[config.mk]
export PLATFORM = sky130hd
export DESIGN_NAME = cphh_ram
export DESIGN_NICKNAME = d
export VERILOG_FILES = /design/src/rtl/cphh_ram.sv
export SDC_FILE = /design/constraint.sdc
export NUM_CORES = 2
export LEC_CHECK = 0
export CAP_MARGIN = 20
export CORE_ASPECT_RATIO = 0.7
export CORE_MARGIN = 2
export CORE_UTILIZATION = 50
export DETAILED_ROUTE_END_ITERATION = 10
export DONT_BUFFER_PORTS = 1
export GPL_ROUTABILITY_DRIVEN = 0
export HOLD_SLACK_MARGIN = 0.05
export MAX_ROUTING_LAYER = met4
export PLACE_DENSITY = 0.69
export SKIP_CTS_REPAIR_TIMING = 1
export SYNTH_ARGS = -nofsm -noshare
export SYNTH_HDL_FRONTEND = slang
export SYNTH_SLANG_ARGS = --single-unit
[constraint.sdc]
create_clock -name clk -period 2 [get_ports clk]
set_input_delay 0.1 -clock clk [delete_from_list [all_inputs] [get_ports clk]]
set_output_delay 0.1 -clock clk [all_outputs]
set_load 0.02 [all_outputs]
[src/rtl/cphh_ram.sv]
// generic simple dual-port ram, one write port, one registered read port
// no dependencies
module cphh_ram #(
  parameter int Width = 8,
  parameter int Depth = 256
) (
  input  logic                     clk,
  input  logic                     we,
  input  logic [$clog2(Depth)-1:0] waddr,
  input  logic [Width-1:0]         wdata,
  input  logic [$clog2(Depth)-1:0] raddr,
  output logic [Width-1:0]         rdata
);

  logic [Width-1:0] mem [Depth];

  always_ff @(posedge clk) begin
    if (we) begin
      mem[waddr] <= wdata;
    end
    rdata <= mem[raddr];
  end

endmodule

==> run_summary.xml <==
<?xml version="1.0" encoding="UTF-8"?>
<metrics>
  <group name="route">
    <metric name="first_iter_violations" unit="">6825</metric>
    <metric name="detail_route.wl_per_cell" unit="um">30.5</metric>
    <metric name="wl" unit="mm">198</metric>
    <metric name="drc" unit="">0</metric>
    <metric name="via_count" unit="">40900</metric>
    <metric name="ant_nets" unit="">0</metric>
    <metric name="drt_first_pass_iters" unit="">8</metric>
    <metric name="drt-vias-per-instance" unit="">6.31</metric>
  </group>
  <group name="clock_tree">
    <metric name="cts_root_buffer" unit="">sky130_fd_sc_hd__clkbuf_16</metric>
    <metric name="clk_path_buf_depth" unit="">3</metric>
    <metric name="path_clk_slew" unit="ns">0.07</metric>
    <metric name="numClockSinks" unit="">2056</metric>
    <metric name="tritoncts" unit="">yes</metric>
    <metric name="worst_skew_pair.late_latency" unit="ns">0.81</metric>
    <metric name="htree_levels" unit="">4</metric>
    <metric name="tritoncts.num_buffers" unit="">175</metric>
  </group>
  <group name="synthesis">
    <metric name="syn_area" unit="um2">79600</metric>
    <metric name="synthFlopType" unit="">sky130_fd_sc_hd__edfxtp_1</metric>
    <metric name="ys.warnings.count" unit="">0</metric>
    <metric name="synthesis.nets" unit="">3759</metric>
    <metric name="synth_seq_area_share" unit="%">77.5</metric>
    <metric name="postSynth.asyncResetShare" unit="%">0</metric>
    <metric name="gate_count_after_technology_mapping" unit="">3733</metric>
    <metric name="syn_avg_cell_area" unit="um2">21.3</metric>
    <metric name="synth-seq-cells" unit="">2056</metric>
    <metric name="yosys.cell_types.count" unit="">55</metric>
    <metric name="synth-edff-count" unit="">2048</metric>
  </group>
  <group name="worst_setup_path">
    <metric name="cp_slowest_stage_delay" unit="ns">0.72</metric>
    <metric name="crit_top_cell" unit="">sky130_fd_sc_hd__buf_4</metric>
    <metric name="worstPathBufferInverterCount" unit="">3</metric>
    <metric name="end_kind" unit="">flop</metric>
    <metric name="setup.worst_path.end" unit="">rdata[3]</metric>
    <metric name="beginning_of_the_worst_register_to_register_path" unit="">mem[26][5]</metric>
    <metric name="critical_path.max_fanout" unit="">446</metric>
    <metric name="cp.arrival" unit="ns">3.18</metric>
    <metric name="cp_cell_sequence" unit="">or2b_1 &gt; buf_4 &gt; o221ai_1 &gt; buf_4 &gt; a21oi_1 &gt; o32ai_4 &gt; nor3_4 &gt; buf_6 &gt; nor4_2</metric>
    <metric name="cpLargestDelayFamily" unit="">simple AND/OR/NAND/NOR gates</metric>
    <metric name="r2r_setup_slack" unit="ns">-0.28</metric>
    <metric name="critPathSlowestCell" unit="">sky130_fd_sc_hd__or2b_1</metric>
    <metric name="cp-start-kind" unit="">input port</metric>
    <metric name="critical_path.startpoint" unit="">raddr[1]</metric>
    <metric name="r2r_cell_count" unit="">7</metric>
    <metric name="timing.critical_path.depth" unit="">9</metric>
    <metric name="cp.required" unit="ns">2.72</metric>
    <metric name="timing.rr.end" unit="">rdata[5]</metric>
    <metric name="critPathKind" unit="">in -&gt; reg</metric>
  </group>
  <group name="floorplan">
    <metric name="num_io_pins" unit="">34</metric>
    <metric name="die_h" unit="um">338</metric>
    <metric name="floorplan.die.width" unit="um">481</metric>
    <metric name="start_util" unit="%">50.4</metric>
    <metric name="die-area" unit="um2">162000</metric>
    <metric name="site_row_count" unit="">122</metric>
    <metric name="fp.coreArea" unit="um2">158000</metric>
  </group>
  <group name="placement">
    <metric name="dpl_worst_slack" unit="ns">-1.19</metric>
    <metric name="port_buffers" unit="">0</metric>
    <metric name="hpwl" unit="mm">111</metric>
    <metric name="postPlaceCellArea" unit="um2">85000</metric>
  </group>
  <group name="finish">
    <metric name="final_area" unit="um2">91300</metric>
    <metric name="fin_util" unit="%">57.8</metric>
    <metric name="post_route_cells_drive_above_1_share" unit="%">29.5</metric>
    <metric name="layout.nets" unit="">4268</metric>
    <metric name="flow.area_growth_from_synthesis" unit="%">14.7</metric>
  </group>
  <group name="global_route">
    <metric name="grt_pass1_wl" unit="mm">279</metric>
    <metric name="globalRouteOverflowTotal" unit="">0</metric>
    <metric name="maximum_number_of_pins_on_one_net_before_global_route_repair" unit="">579</metric>
    <metric name="antenna_violations_before_repair" unit="">6</metric>
    <metric name="via_count_of_the_first_global_routing_pass" unit="">39400</metric>
    <metric name="globalRouteTotalUtil" unit="%">24.6</metric>
  </group>
  <group name="timing">
    <metric name="finalSetupViolations" unit="">16</metric>
    <metric name="postLayoutSetupSlackWorst" unit="ns">-0.469</metric>
    <metric name="post_route_clock_period_utilization" unit="%">123</metric>
    <metric name="timing.slew.headroom" unit="%">-29.0</metric>
    <metric name="final_hold_violation_count" unit="">1624</metric>
    <metric name="worst_margin_slew" unit="ns">1.94</metric>
    <metric name="finalCriticalPeriod" unit="ns">2.47</metric>
    <metric name="maxClockFrequency" unit="MHz">405</metric>
    <metric name="rsz0062_at_grt" unit="">true</metric>
    <metric name="maxSlewViolCount" unit="">153</metric>
    <metric name="holdWs" unit="ns">-0.609</metric>
    <metric name="skew" unit="ns">0.0210</metric>
  </group>
  <group name="pwr">
    <metric name="power.density" unit="nW/um2">926</metric>
    <metric name="worst_ir_drop_vdd" unit="mV">0.835</metric>
    <metric name="report.power.total" unit="W">0.0845</metric>
    <metric name="p_leak" unit="nW">29.0</metric>
  </group>
  <group name="outcome">
    <metric name="violations" unit="">negative hold slack, max-slew violations, negative setup slack</metric>
    <metric name="status" unit="">complete, but fails checks</metric>
  </group>
  <group name="flow_run">
    <metric name="maxCapViolCount" unit="">0</metric>
  </group>
  <group name="min_path">
    <metric name="worst_hold_path_type" unit="">in -&gt; reg</metric>
  </group>
</metrics>
[layer usage]
layer	global-route usage, %	vias up	share of wire, %
met3	6.16	318	12
li1	-	16700	-
met1	36.8	21300	41
met2	34.4	2577	45
met4	5.31	0	2.1
met5	-	-	0
[power breakdown]
group / switching [W] / internal, W / leakage, nW
Sequential: 0.000127 / 0.0475 / 18.5
Clock: 0.0151 / 0.0182 / 2.67
Combinational: 0.00186 / 0.00177 / 7.87
[how the worst min path moves through the flow]
stage,startpoint,end,cells past startpoint
5_1_grt,wdata[7],mem[68][7],0
6_report,wdata[7],mem[84][7],0
3_5_place_dp,wdata[7],mem[68][7],0
2_1_floorplan,wdata[0],mem[0][0],0
3_3_place_gp,wdata[2],mem[86][2],0
4_1_cts,wdata[2],mem[84][2],0
[per-stage QoR]
stage / instances / setup TNS [ns]
floorplan: 3733 / 0
global placement: 6143 / -8.32
detailed placement: 6146 / -7.37
CTS: 6458 / -3.46
global route: 6485 / -3.52
finish: 6491 / -3.07
[cell usage after synthesis (24+ instances only)]
master | count | share of area (%)
sky130_fd_sc_hd__a22oi_1 | 133 | 1.3
sky130_fd_sc_hd__o22ai_1 | 28 | 0.22
sky130_fd_sc_hd__nor4_1 | 24 | 0.19
sky130_fd_sc_hd__edfxtp_1 | 2048 | 77
sky130_fd_sc_hd__nor2b_1 | 31 | 0.24
sky130_fd_sc_hd__nand3_1 | 34 | 0.21
sky130_fd_sc_hd__a21oi_1 | 96 | 0.60
sky130_fd_sc_hd__mux2i_1 | 134 | 1.7
sky130_fd_sc_hd__clkbuf_1 | 111 | 0.52
sky130_fd_sc_hd__mux4_2 | 454 | 13
sky130_fd_sc_hd__o221ai_1 | 46 | 0.51
sky130_fd_sc_hd__nor2_1 | 282 | 1.3
sky130_fd_sc_hd__buf_4 | 27 | 0.25
sky130_fd_sc_hd__nand2_1 | 33 | 0.16
sky130_fd_sc_hd__buf_2 | 31 | 0.20
[logic make-up (layout without fill, tap and decap cells)]
family          after synthesis  in the layout  synth area share, %
compound gates              385            385                 3.42
buf+inv                     235            879                 1.83
flops                      2056           2056                 77.5
mux                         591            591                 14.6
other cells                   0              6                    0
simple gates                466            466                 2.63
[sequential cells by signal, indices dropped and copies added (netlist names)]
name   flops
mem     2048
rdata      8
[layout by cell type (no fill, tap or decap), types with 8 or more instances in the layout]
cell type                       count
sky130_fd_sc_hd__mux2i_1          134
sky130_fd_sc_hd__clkinv_2          27
sky130_fd_sc_hd__nand4_1           10
sky130_fd_sc_hd__bufinv_16         13
sky130_fd_sc_hd__dfxtp_1            8
sky130_fd_sc_hd__mux4_2           454
sky130_fd_sc_hd__nor2_1           279
sky130_fd_sc_hd__nor4_2            13
sky130_fd_sc_hd__clkinv_1          45
sky130_fd_sc_hd__a221oi_1           9
sky130_fd_sc_hd__buf_4            517
sky130_fd_sc_hd__a21oi_1           96
sky130_fd_sc_hd__a22o_1             8
sky130_fd_sc_hd__o21ai_0           10
sky130_fd_sc_hd__o22ai_1           27
sky130_fd_sc_hd__nand2b_1           8
sky130_fd_sc_hd__a211oi_1          10
sky130_fd_sc_hd__buf_12            18
sky130_fd_sc_hd__nor3_1            16
sky130_fd_sc_hd__nor2b_1           25
sky130_fd_sc_hd__o211ai_1          10
sky130_fd_sc_hd__edfxtp_1        2048
sky130_fd_sc_hd__clkbuf_1          39
sky130_fd_sc_hd__nand2_1           33
sky130_fd_sc_hd__dlygate4sd3_1     18
sky130_fd_sc_hd__a22oi_1          130
sky130_fd_sc_hd__nand3_1           34
sky130_fd_sc_hd__clkbuf_16        185
sky130_fd_sc_hd__nor4_1            11
sky130_fd_sc_hd__o221ai_1          46
[final cells by class]
type	count	area, um2
Inverter	2	7.51
Clock inverter	92	778
Multi-Input combinational cell	1442	16800
Tap cell	2108	2640
Clock buffer	220	4660
Antenna cell	6	15.0
Timing Repair Buffer	565	4680
Sequential cell	2056	61700
Fill cell	11300	66700
(Power assumes the default switching activity.)
